### src/sv/olwd_pkg.sv
`timescale 1ns / 1ps
`default_nettype none
// ----------------------------------------------------------------------------
// olwd_pkg
// shared types and codes of the ordered list with delete
// ----------------------------------------------------------------------------
package olwd_pkg;

  typedef enum logic [1:0] {
    OP_APPEND = 2'd0,
    OP_DELETE = 2'd1,
    OP_FIRST  = 2'd2,
    OP_NEXT   = 2'd3
  } olwd_op_t;

  typedef enum logic [1:0] {
    STS_OK   = 2'd0,
    STS_MISS = 2'd1,
    STS_FULL = 2'd2
  } olwd_status_t;

  typedef enum logic [2:0] {
    S_IDLE = 3'b001,
    S_SCAN = 3'b010,
    S_DONE = 3'b100
  } olwd_state_t;

  localparam int unsigned IO_KEY_BITS = 16;

  typedef struct packed {
    logic shift;
    logic wr;
  } olwd_cell_ctl_t;

endpackage
`default_nettype wire

### src/sv/ordered_list_with_delete.sv
`timescale 1ns / 1ps
`default_nettype none
// ----------------------------------------------------------------------------
// ordered_list_with_delete
// bounded ordered list of handles held in a row of shifting cells
// ----------------------------------------------------------------------------
// Append, get-first and get-next load the result register straight from the
// input beat. Delete scans for count steps, count being the number of
// entries at the time: the row of cells rotates left one place per cycle,
// the head entry is either dropped (first match) or pushed back at the tail,
// so after count steps the list is in its original order minus the deleted
// entry. A new input beat is taken while idle and the result register is
// free or being drained in the same cycle.
// ----------------------------------------------------------------------------
module ordered_list_with_delete
  import olwd_pkg::*;
#(
  parameter int unsigned CAPACITY = 16,
  parameter int unsigned KEY_BITS = 16
) (
  input  wire logic                   clk,
  input  wire logic                   rst_n,
  input  wire logic                   in_valid,
  output logic                        in_ready,
  input  wire logic [1:0]             in_op,
  input  wire logic [IO_KEY_BITS-1:0] in_key,
  output logic                        out_valid,
  input  wire logic                   out_ready,
  output logic [1:0]                  out_status,
  output logic [IO_KEY_BITS-1:0]      out_key_out
);

  localparam int unsigned IDX_W = $clog2(CAPACITY);
  localparam int unsigned CNT_W = $clog2(CAPACITY + 1);

  olwd_state_t         state_r, state_nxt;
  logic [CNT_W-1:0]    count_r, count_nxt;
  logic [CNT_W-1:0]    step_r, step_nxt;
  logic [IDX_W-1:0]    cursor_r, cursor_nxt;
  logic                cur_vld_r, cur_vld_nxt;
  logic                hit_r, hit_nxt;
  logic [KEY_BITS-1:0] key_r, key_nxt;

  logic                   out_valid_r;
  logic [1:0]             out_status_r;
  logic [IO_KEY_BITS-1:0] out_key_r;

  logic [KEY_BITS-1:0] cell_data [CAPACITY];
  olwd_cell_ctl_t      cell_ctl [CAPACITY];

  logic                   in_fire;
  logic                   out_free;
  logic [KEY_BITS-1:0]    key_ext;
  logic                   shift_en;
  logic                   wr_en;
  logic [IDX_W-1:0]       wr_idx;
  logic [KEY_BITS-1:0]    wr_data;
  logic [IDX_W-1:0]       rd_idx;
  logic [KEY_BITS-1:0]    rd_data;
  logic [CNT_W-1:0]       next_pos;
  logic                   ld;
  olwd_status_t           ld_status;
  logic                   ld_key_sel;
  logic                   want_first;

  assign out_free = !out_valid_r || out_ready;
  assign in_ready = (state_r == S_IDLE) && out_free;
  assign in_fire  = in_valid && in_ready;
  assign key_ext  = KEY_BITS'(in_key);
  assign next_pos = CNT_W'(cursor_r) + CNT_W'(1);
  assign rd_data  = cell_data[rd_idx];

  // row of cells
  for (genvar i = 0; i < CAPACITY; i++) begin : g_cell
    assign cell_ctl[i].shift = shift_en;
    assign cell_ctl[i].wr    = wr_en && (wr_idx == IDX_W'(i));

    olwd_cell #(
      .KEY_BITS (KEY_BITS)
    ) u_cell (
      .clk      (clk),
      .ctl      (cell_ctl[i]),
      .shift_in (cell_data[(i + 1) % CAPACITY]),
      .wr_data  (wr_data),
      .data_out (cell_data[i])
    );
  end

  always_comb begin
    state_nxt   = state_r;
    count_nxt   = count_r;
    step_nxt    = step_r;
    cursor_nxt  = cursor_r;
    cur_vld_nxt = cur_vld_r;
    hit_nxt     = hit_r;
    key_nxt     = key_r;
    shift_en    = 1'b0;
    wr_en       = 1'b0;
    wr_idx      = '0;
    wr_data     = key_ext;
    rd_idx      = '0;
    ld          = 1'b0;
    ld_status   = STS_OK;
    ld_key_sel  = 1'b0;
    want_first  = 1'b0;

    case (state_r)
      S_IDLE: begin
        if (in_fire) begin
          case (olwd_op_t'(in_op))
            OP_APPEND: begin
              ld = 1'b1;
              if (count_r < CNT_W'(CAPACITY)) begin
                wr_en     = 1'b1;
                wr_idx    = IDX_W'(count_r);
                count_nxt = count_r + CNT_W'(1);
                ld_status = STS_OK;
              end else begin
                ld_status = STS_FULL;
              end
            end
            OP_DELETE: begin
              cur_vld_nxt = 1'b0;
              cursor_nxt  = '0;
              hit_nxt     = 1'b0;
              key_nxt     = key_ext;
              if (count_r == '0) begin
                ld        = 1'b1;
                ld_status = STS_MISS;
              end else begin
                step_nxt  = count_r;
                state_nxt = S_SCAN;
              end
            end
            OP_FIRST: begin
              want_first = 1'b1;
            end
            OP_NEXT: begin
              if (!cur_vld_r) begin
                want_first = 1'b1;
              end else if (next_pos < count_r) begin
                ld         = 1'b1;
                cursor_nxt = IDX_W'(next_pos);
                rd_idx     = IDX_W'(next_pos);
                ld_status  = STS_OK;
                ld_key_sel = 1'b1;
              end else begin
                ld          = 1'b1;
                ld_status   = STS_MISS;
                cur_vld_nxt = 1'b0;
                cursor_nxt  = '0;
              end
            end
            default: begin
              ld        = 1'b1;
              ld_status = STS_MISS;
            end
          endcase

          if (want_first) begin
            ld         = 1'b1;
            cursor_nxt = '0;
            if (count_r == '0) begin
              ld_status   = STS_MISS;
              cur_vld_nxt = 1'b0;
            end else begin
              ld_status   = STS_OK;
              cur_vld_nxt = 1'b1;
              ld_key_sel  = 1'b1;
            end
          end
        end
      end

      S_SCAN: begin
        // pop the head, drop it on the first match, else push it at the tail
        shift_en = 1'b1;
        if ((cell_data[0] == key_r) && !hit_r) begin
          hit_nxt   = 1'b1;
          count_nxt = count_r - CNT_W'(1);
        end else begin
          wr_en   = 1'b1;
          wr_idx  = IDX_W'(count_r - CNT_W'(1));
          wr_data = cell_data[0];
        end
        step_nxt = step_r - CNT_W'(1);
        if (step_r == CNT_W'(1)) begin
          state_nxt = S_DONE;
        end
      end

      S_DONE: begin
        if (out_free) begin
          ld        = 1'b1;
          ld_status = hit_r ? STS_OK : STS_MISS;
          state_nxt = S_IDLE;
        end
      end

      default: begin
        state_nxt = S_IDLE;
      end
    endcase
  end

  always_ff @(posedge clk) begin
    if (!rst_n) begin
      state_r   <= S_IDLE;
      count_r   <= '0;
      step_r    <= '0;
      cursor_r  <= '0;
      cur_vld_r <= 1'b0;
      hit_r     <= 1'b0;
    end else begin
      state_r   <= state_nxt;
      count_r   <= count_nxt;
      step_r    <= step_nxt;
      cursor_r  <= cursor_nxt;
      cur_vld_r <= cur_vld_nxt;
      hit_r     <= hit_nxt;
    end
  end

  always_ff @(posedge clk) begin
    key_r <= key_nxt;
  end

  // result register
  always_ff @(posedge clk) begin
    if (!rst_n) begin
      out_valid_r <= 1'b0;
    end else if (ld) begin
      out_valid_r <= 1'b1;
    end else if (out_ready) begin
      out_valid_r <= 1'b0;
    end
  end

  always_ff @(posedge clk) begin
    if (ld) begin
      out_status_r <= ld_status;
      out_key_r    <= ld_key_sel ? IO_KEY_BITS'(rd_data) : '0;
    end
  end

  assign out_valid   = out_valid_r;
  assign out_status  = out_status_r;
  assign out_key_out = out_key_r;

endmodule
`default_nettype wire

### src/sv/olwd_cell.sv
`timescale 1ns / 1ps
`default_nettype none
// ----------------------------------------------------------------------------
// olwd_cell
// one list entry: takes its right neighbor on a shift, a write wins
// ----------------------------------------------------------------------------
module olwd_cell
  import olwd_pkg::*;
#(
  parameter int unsigned KEY_BITS = 16
) (
  input  wire logic                clk,
  input  wire olwd_cell_ctl_t      ctl,
  input  wire logic [KEY_BITS-1:0] shift_in,
  input  wire logic [KEY_BITS-1:0] wr_data,
  output logic      [KEY_BITS-1:0] data_out
);

  logic [KEY_BITS-1:0] data_r;

  always_ff @(posedge clk) begin
    if (ctl.wr) begin
      data_r <= wr_data;
    end else if (ctl.shift) begin
      data_r <= shift_in;
    end
  end

  assign data_out = data_r;

endmodule
`default_nettype wire
### config.mk
export PLATFORM = sky130hd
export DESIGN_NAME = ordered_list_with_delete
export DESIGN_NICKNAME = d
export VERILOG_FILES = /design/src/sv/olwd_pkg.sv /design/src/sv/ordered_list_with_delete.sv /design/src/sv/olwd_cell.sv
export SDC_FILE = /design/constraint.sdc
export NUM_CORES = 1
export LEC_CHECK = 0
export BUFFER_PORTS_ARGS = -buffer_cell sky130_fd_sc_hd__buf_2
export CAP_MARGIN = 25
export CORE_MARGIN = 3
export CORE_UTILIZATION = 45
export CTS_BUF_LIST = sky130_fd_sc_hd__clkbuf_8
export DETAILED_ROUTE_END_ITERATION = 10
export GPL_ROUTABILITY_DRIVEN = 0
export PLACE_DENSITY_LB_ADDON = 0.1
export SLEW_MARGIN = 20
export SYNTH_ARGS = -nofsm -noshare
export SYNTH_HDL_FRONTEND = slang
export SYNTH_HIERARCHICAL = 1
export SYNTH_SLANG_ARGS = --single-unit
export TNS_END_PERCENT = 100
### constraint.sdc
create_clock -name clk -period 7.5 [get_ports clk]
set_input_delay 0 -clock clk [delete_from_list [all_inputs] [get_ports clk]]
set_output_delay 0 -clock clk [all_outputs]
set_load 0.02 [all_outputs]
Yosys cells after proc, flatten, opt, wreduce, memory -nomap -nowiden
Index checks and enable logic that the tools add are counted.

Add/subtract/negate cells: 4. Muxes and demuxes: 108. $lt $le $gt $ge: 3. Equal/unequal tests: 32. Reductions and logical operators: 51. Bitwise operators: 1.

Operators with widths (number): 16-bit two-way mux (36); 16-bit binary-select mux with 4-bit select (1); 4-bit two-way mux (11); 2-bit nonzero test (18); 5-bit two-way mux (7); 4-bit == test (second input constant) (8); 1-bit two-way mux (32); 5-bit one-hot mux with 2 select lines (2); 1-bit logical AND (19); 16-bit == test (1); 4-bit by 3-bit == test with 1-bit output (second input constant) (4); 4-bit one-hot mux with 2 select lines (2); 3-bit two-way mux (5); 4-bit AND reduction (3); 2-bit inequality test (second input constant) (5); 1-bit one-hot mux with 2 select lines (5); 5-bit AND reduction (2); 5-bit by 1-bit subtractor with 5-bit output (second input constant) (2); 3-bit one-hot mux with 3 select lines (1); 4-bit by 2-bit == test with 1-bit output (second input constant) (2); 2-bit two-way mux (3); 2-bit by 1-bit inequality test with 1-bit output (second input constant) (3); 2-bit one-hot mux with 3 select lines (1); 3-bit AND reduction (2); 22 further kinds (24).

Register bits: 310. Output and inout bits: 20. Bits of input ports: 22.

Logic depth before layout (Yosys ltp)
Gate-level depths: netlist of run 1.

Depth after elaboration: 11. Mapped depth: 14.

Hierarchy
The synthesis of run 1 kept the hierarchy.

Modules (own cells, without submodules): olwd_cell (area each 732.0 um^2, cells an instance 35, times used 16); ordered_list_with_delete (area each 5251.3 um^2, cells an instance 617, times used 1).

Worst setup path before layout of run 1
No wires, ideal clock.

Path type: reg-to-reg. Start: register out_valid_r, in the netlist out_valid. End: register g_cell[2].u_cell.data_r[0] (enable). Cell stages (with the launch flop): 12. Slack: 4.492 ns. Required time: 7.127 ns. Arrival: 2.635 ns. Library setup time: 0.373 ns. Cell sequence: dfxtp_1 -> nor2b_1 -> or3_1 -> buf_4 -> nor2_8 -> a221oi_1 -> o21a_2 -> buf_6 -> nor3b_1 -> buf_6 -> buf_12 -> or2_1.

RTL lines: from (decl) (line ordered_list_with_delete.sv:44) `logic out_valid_r;`; from (signal assigned) (line ordered_list_with_delete.sv:231) `out_valid_r <= 1'b0;`; from (signal assigned) (line ordered_list_with_delete.sv:233) `out_valid_r <= 1'b1;`; from (signal assigned) (line ordered_list_with_delete.sv:235) `out_valid_r <= 1'b0;`; to (signal assigned) (line olwd_cell.sv:23) `data_r <= wr_data;`; to (signal assigned) (line olwd_cell.sv:25) `data_r <= shift_in;`; to (decl) (line olwd_cell.sv:19) `logic [KEY_BITS-1:0] data_r;`.

==> results of run 1 <==
[per-stage QoR]
step / cell area (um2) / total power, mW / setup slack, ns
after detailed placement: 17370 / 2.068 / 2.782
after CTS: 18560 / 3.541 / 2.760
after global placement: 17370 / 2.069 / 2.803
final: 18600 / 3.508 / 2.829
after floorplan: 16960 / 2.010 / 4.492
after global routing: 18600 / 3.632 / 2.625
[layer usage]
metal | routed length, um | GRT usage, % | up-vias
met2 | 20080 | 33.64 | 352
met5 | 10 | 0 | -
met1 | 22510 | 34.67 | 5280
met4 | 1092 | 6.065 | 2
met3 | 3206 | 5.640 | 79
li1 | - | - | 4662
[timing repair]
| item | in CTS | in global routing |
|---|---|---|
| gates resized for setup | 0 | 0 |
| hold buffers | 22 | 0 |
| hold endpoints to repair | 38 | 0 |
| setup buffers | 0 | 0 |
[critical path: cells and delay by family (launching register included)]
family / cells / cell delay [ns]
flops: 1 / 0.54
simple gates: 4 / 2.00
compound gates: 2 / 1.14
xor+xnor: 1 / 0.20
buf+inv: 1 / 0.38
[registers in the layout (all words and copies together), names as in the netlist]
name and cells:
cur_vld_r 1, cursor_r 4, key_r 16, g_cell.u_cell/data_out 256, count_r 5, out_key_out 16
step_r 5, out_status 2, hit_r 1, state_r 3, out_valid 1
[power by group through the flow]
| stage | sequential, mW | combinational [mW] | clock [mW] |
|---|---|---|---|
| global placement | 1.94 | 0.130 | 0 |
| global route | 1.90 | 0.151 | 1.58 |
| floorplan | 1.94 | 0.0695 | 0 |
| detailed placement | 1.94 | 0.130 | 0 |
| CTS | 1.90 | 0.139 | 1.50 |
| finish | 1.90 | 0.141 | 1.46 |
[cells in the final DEF, fill, tap and decap left out, types with 4 or more instances in the layout]
cell | synthesis | routed
edfxtp_1 | 290 | 290
mux2_4 | 144 | 144
nand2_1 | 133 | 133
mux2_2 | 126 | 126
clkbuf_8 | 0 | 58
nor2_1 | 47 | 47
buf_2 | 17 | 41
a21oi_1 | 35 | 35
mux4_2 | 34 | 34
o21ai_0 | 33 | 33
inv_1 | 8 | 27
buf_4 | 3 | 25
dlygate4sd3_1 | 0 | 22
nor3_1 | 27 | 21
dfxtp_1 | 20 | 19
nand3b_1 | 18 | 18
or2_1 | 17 | 17
xor2_1 | 16 | 16
a31oi_1 | 16 | 16
clkinv_1 | 1 | 15
o22ai_1 | 11 | 11
a22oi_1 | 10 | 10
ha_1 | 10 | 9
o2bb2ai_1 | 8 | 8
a221oi_1 | 7 | 7
nor3_2 | 0 | 6
nor3b_2 | 0 | 6
o32ai_1 | 6 | 6
nor2b_1 | 4 | 4
xnor2_1 | 4 | 4
nor4_1 | 6 | 4
mux2i_1 | 4 | 4
[cell type report]
type	count	area [um2]
multi-input combinational	778	7193
inverter	10	37.54
fill	3240	18270
sequential	310	9112
tap	504	630.6
clock inverter	38	177.7
clock buffer	58	798.3
timing repair buffer	91	650.6
[worst paths after layout]
check | from | end | depth (start not counted)
worst max-delay path | g_cell[0].u_cell/data_out[8]$_DFFE_PP_ | g_cell[11].u_cell/data_out[6]$_DFFE_PP_ | 8
worst min-delay path | in_valid | cursor_r[0]$_SDFFE_PN0P_ | 7
worst max register to register | g_cell[0].u_cell/data_out[8]$_DFFE_PP_ | g_cell[11].u_cell/data_out[6]$_DFFE_PP_ | 8
worst min register to register | step_r[1]$_SDFFE_PN0P_ | step_r[1]$_SDFFE_PN0P_ | 2
[kinds of logic after synthesis]
family	after synthesis	share of synthesized area, %
AO/OA/AOI/OAI	155	6.049
XOR/XNOR	21	1.129
adder cells (fa/ha/maj)	10	0.7376
buffers and inverters	89	4.536
flip-flops	310	53.70
multiplexers	308	25.86
AND/OR/NAND/NOR	284	7.988
==> results.cfg, run 1 <==
[critical_path]
critPathArrivalTime_ns = 4.91
crit_chain = xor2_1 -> nor4_1 -> and2_1 -> a21o_1 -> o21a_2 -> nor3b_2 -> buf_4 -> or2_1
critPathRequiredTime_ns = 7.74
regToRegSetupSlack_ns = 2.83
end_kind = register
worstSetupPathType = register to register
cp_slowest_stage_delay_ns = 0.79
worst_path_max_delay_cell = or2_1
cp_max_fo = 20
cp-start-kind = register

[worst_hold_path]
hold_class = input port to register

[cells_and_area]
drive_above_1_share_pct = 36.19
final_util_pct = 50.44
final_nets = 1279
layoutNonFillerInstCount = 1789
area_growth_pct = 9.655
antennaDiodeCount = 0

[logic_synthesis]
netlist_area_um2 = 16960
synth_edf_count = 290
ys_ff_latch = 310
synthFlopType = edfxtp_1
synth_seq_area_share_pct = 53.70
synth_most_common_cell = edfxtp_1
yosys.area.top_type = edfxtp_1
netlist_top_cells_area = edfxtp_1 (51%), mux2_4 (13%), mux2_2 (8.4%)
netlist.area_leader.share_pct = 51.34
ys.warnings.count = 6
synth_fp_nets = 1209
synthCells = 1177
synth.distinct_cells = 67
avgSynthCellArea_um2 = 14.41
synth_common_cells = edfxtp_1 (290), mux2_4 (144), nand2_1 (133), mux2_2 (126), nor2_1 (47)
ys_async_sr_fraction_pct = 0

[floorplan]
die_w_um = 200.2
core_um2 = 36870
num_io_pins = 42
dieHeight_um = 200.2
die_area_um2 = 40060
initial_core_util_pct = 46.00
floorplan.rows = 70

[global_routing]
grt_pass1_vias = 10527
grt_pass1_wl_um = 70280
antenna_found_initial = 1
track_usage_pct = 23.11
grt-ovfl-total = 0
grt_max_degree = 63

[sta]
setup_tns_ns = 0
max_freq_mhz = 214.1
slew_headroom_pct = 28.90
min_period_over_period_pct = 62.28
period_needed_ns = 4.671
finClkSkew_ns = 0.02219
setup_viol = 0
slew_violations = 0
rsz0062_at_grt = no
worst_pin_slew_ns = 1.066
finalHoldViolCount = 0
whs_ns = 0.06270

[cts]
clk_latency_ns = 0.64
clk_path_buf_depth = 3
clk_pin_slew_ns = 0.06
cts_buffers = 56
cts_sinks = 310
root_buffer = clkbuf_8
cts_tree = done
ctsHtreeMaxLevel = 2

[routing]
antenna_left = 0
drt-pass1-iter-count = 5
via_count = 10375
dr.first_iter.drc_count = 843
drt_wl_total_um = 46900
routedWlPerCell_um = 26.21
drc = 0
routed_via_density = 5.799

[job]
maxCapViolations = 0

[power]
p_int_mw = 2.673
p_sw_share_pct = 23.79
combPwrFrac_pct = 4.0
powerDensity_nw_per_um2 = 188.6
ir_worst_vdd_mv = 0.1347
pwr-share-clk_pct = 41.7
seqPwrFrac_pct = 54.2
p_sw_uw = 834.4
total_leakage_power_nw = 6.442

[placement]
dp_hpwl_um = 30960
port_buffers = 41
dp_cells = 1668

[run_status]
status = finished, final reports clean
Note: power is estimated with default switching activity, not from simulation.
==> run 2: changes to the inputs <==
--- a/config.mk
+++ b/config.mk
@@ -5,6 +5,7 @@
 export SDC_FILE = /design/constraint.sdc
 export NUM_CORES = 1
 export LEC_CHECK = 0
+export ABC_AREA = 1
 export BUFFER_PORTS_ARGS = -buffer_cell sky130_fd_sc_hd__buf_2
 export CAP_MARGIN = 25
 export CORE_MARGIN = 3
==> constraint.sdc (replaced) <==
create_clock -name clk -period 4.7 [get_ports clk]
set_input_delay 0 -clock clk [delete_from_list [all_inputs] [get_ports clk]]
set_output_delay 0 -clock clk [all_outputs]
set_load 0.02 [all_outputs]
==> results.cfg, run 2 <==
[run_status]
status = finished, final reports clean

[cts]
clk_path_buf_depth = 3
cts_tree = done
cts_sinks = 310
clk_pin_slew_ns = 0.06
ctsHtreeMaxLevel = 2
root_buffer = clkbuf_8
post_cts_buffers = 0
clk_latency_ns = 0.67
cts_buffers = 55

[cells_and_area]
largest_reg_flops = 256
final_nets = 2363
final_common_cell = nand2_1
drive_above_1_share_pct = 12.24
multiInputGateArea_um2 = 7084
regArea_um2 = 9109
final_util_pct = 49.60
fillCellCount = 3956
area_growth_pct = 7.809
mostFrequentLayoutCells = nand2_1 (897), inv_1 (309), edfxtp_1 (290), nand3_1 (244), nand4_1 (132)
layoutNonFillerInstCount = 2903
fin_area_um2 = 19930

[sta]
rsz0062_at_grt = no
finClkSkew_ns = 0.02670
finalHoldViolCount = 0
min_period_over_period_pct = 81.85
period_needed_ns = 3.847
setup_ws_ns = 0.8530
slew_headroom_pct = 25.67
worst_pin_slew_ns = 1.115
whs_ns = 0.08398
slew_violations = 0
max_freq_mhz = 259.9
setup_tns_ns = 0
setup_viol = 0

[worst_hold_path]
hold_class = input port to register
worstHoldStart = in_key[15]
hold_end = key_r[15]$_DFFE_PP_
hold_depth = 2

[floorplan]
die_area_um2 = 43560
dieHeight_um = 208.7
num_io_pins = 42
die_w_um = 208.7
initial_core_util_pct = 46.01
floorplan.rows = 73
core_um2 = 40190

[logic_synthesis]
synth_most_common_cell = nand2_1
netlist_top_cells_area = edfxtp_1 (47%), nand2_1 (18%), nand3_1 (6.6%)
netlist.area_leader.share_pct = 47.10
synth_edf_count = 290
ys_ff_latch = 310
synthCells = 2301
ys_async_sr_fraction_pct = 0
yosys.area.top_type = edfxtp_1
synth.distinct_cells = 39
synth_fp_nets = 2333
synthFlopType = edfxtp_1
synth_common_cells = nand2_1 (897), inv_1 (296), edfxtp_1 (290), nand3_1 (245), nand4_1 (132)
netlist_area_um2 = 18490
avgSynthCellArea_um2 = 8.036
ys.warnings.count = 6
synth_seq_area_share_pct = 49.26

[critical_path]
end_kind = register
critPathRequiredTime_ns = 5.09
r2r_cells = 14
cp-start-kind = register
r2r-start = cursor_r[0]$_SDFFE_PN0P_
regToRegEndpoint = out_key_out[15]$_SDFFCE_PN0P_
critPathArrivalTime_ns = 4.24
worstSetupPathType = register to register
cp_max_fo = 53
regToRegSetupSlack_ns = 0.85

[power]
ir_worst_vdd_mv = 0.2629
total_leakage_power_nw = 9.241
totalPowerFinal_mw = 7.608
p_sw_share_pct = 35.40
p_int_mw = 4.915
seqPwrFrac_pct = 45.9
powerDensity_nw_per_um2 = 381.7
pwr-share-clk_pct = 31.9
p_sw_mw = 2.693
combPwrFrac_pct = 22.2

[global_routing]
track_usage_pct = 28.28
grt_pass1_wl_um = 94740
grt-ovfl-total = 0
grt_pass1_vias = 15528
antenna_found_initial = 1
grt_max_degree = 97

[routing]
via_count = 15971
dr.first_iter.drc_count = 1724
antenna_left = 0
routedWlPerCell_um = 21.72
drc = 0
drt-pass1-iter-count = 6
drt_wl_total_um = 63060
routed_via_density = 5.502

[placement]
port_buffers = 41
pre_cts_ws_ns = 0.9028
dp_hpwl_um = 41350
place_area_um2 = 18670
dp_cells = 2777

[job]
maxCapViolations = 0
[run 2: cells by family (layout without fill, tap and decap cells)]
family | count (synthesis) | count (layout) | synth area share [%]
AND/OR/NAND/NOR | 1426 | 1426 | 34.08
adder cells (fa/ha/maj) | 10 | 10 | 0.6767
buffers and inverters | 454 | 530 | 12.86
AO/OA/AOI/OAI | 89 | 89 | 2.551
XOR/XNOR | 12 | 12 | 0.5684
flip-flops | 310 | 310 | 49.26
other | 0 | 1 | 0
[run 2: how the worst max path moves through the flow]
stage                                             from  slack [ns]                                     end  depth (start not counted)
6_report                      cursor_r[0]$_SDFFE_PN0P_        0.85           out_key_out[15]$_SDFFCE_PN0P_                         14
3_3_place_gp                  cursor_r[0]$_SDFFE_PN0P_        0.87           out_key_out[11]$_SDFFCE_PN0P_                         14
5_1_grt                       cursor_r[0]$_SDFFE_PN0P_        0.61           out_key_out[11]$_SDFFCE_PN0P_                         14
2_1_floorplan  g_cell[0].u_cell/data_out[11]$_DFFE_PP_        2.14  g_cell[0].u_cell/data_out[2]$_DFFE_PP_                         11
3_5_place_dp                  cursor_r[0]$_SDFFE_PN0P_        0.90           out_key_out[11]$_SDFFCE_PN0P_                         14
4_1_cts                       cursor_r[0]$_SDFFE_PN0P_        0.91           out_key_out[11]$_SDFFCE_PN0P_                         14
[run 2: power groups by stage]
stage | Sequential [mW] | Clock (mW) | Combinational [mW]
2_1_floorplan | 3.54 | 0 | 1.08
3_3_place_gp | 3.55 | 0 | 1.64
3_5_place_dp | 3.54 | 0 | 1.64
4_1_cts | 3.49 | 2.48 | 1.66
5_1_grt | 3.50 | 2.59 | 1.82
6_report | 3.49 | 2.43 | 1.69
[run 2: area by class of cell]
cell class	count	area share (%)
sequential	310	45.69
multi-input combinational	1537	35.54
inverter	318	6.390
timing repair buffer	109	3.954
clock buffer	56	3.866
tap	525	3.295
clock inverter	47	1.249
antenna	1	0.01255
[run 2: what timing repair did]
action	in CTS	in global routing
hold buffers	21	0
endpoints found under the hold margin	40	0
resized for setup	0	0
[run 2: routing by layer]
metal	wire length, um	part of all wire (%)	up-vias	global-route usage (%)
met4	2553	4.0	2	11.18
met2	29780	47	807	46.56
li1	-	-	7519	-
met3	5270	8.4	159	5.269
met1	25440	40	7484	37.08
met5	11	0.017	-	0
[run 2: worst max-delay path, stage by stage (launching register included)]
cell and delay (ns):
dfxtp_1 0.44, ha_1 0.22, xor2_1 0.21, ha_1 0.28
nand2_1 0.06, nand2_1 0.05, nand2_1 0.05, nand2_1 0.08
nor2_4 0.22, nand4_1 0.59, buf_4 0.60, nand3_1 0.18
nand3_1 0.16, nand3_1 0.30, a21oi_1 0.11
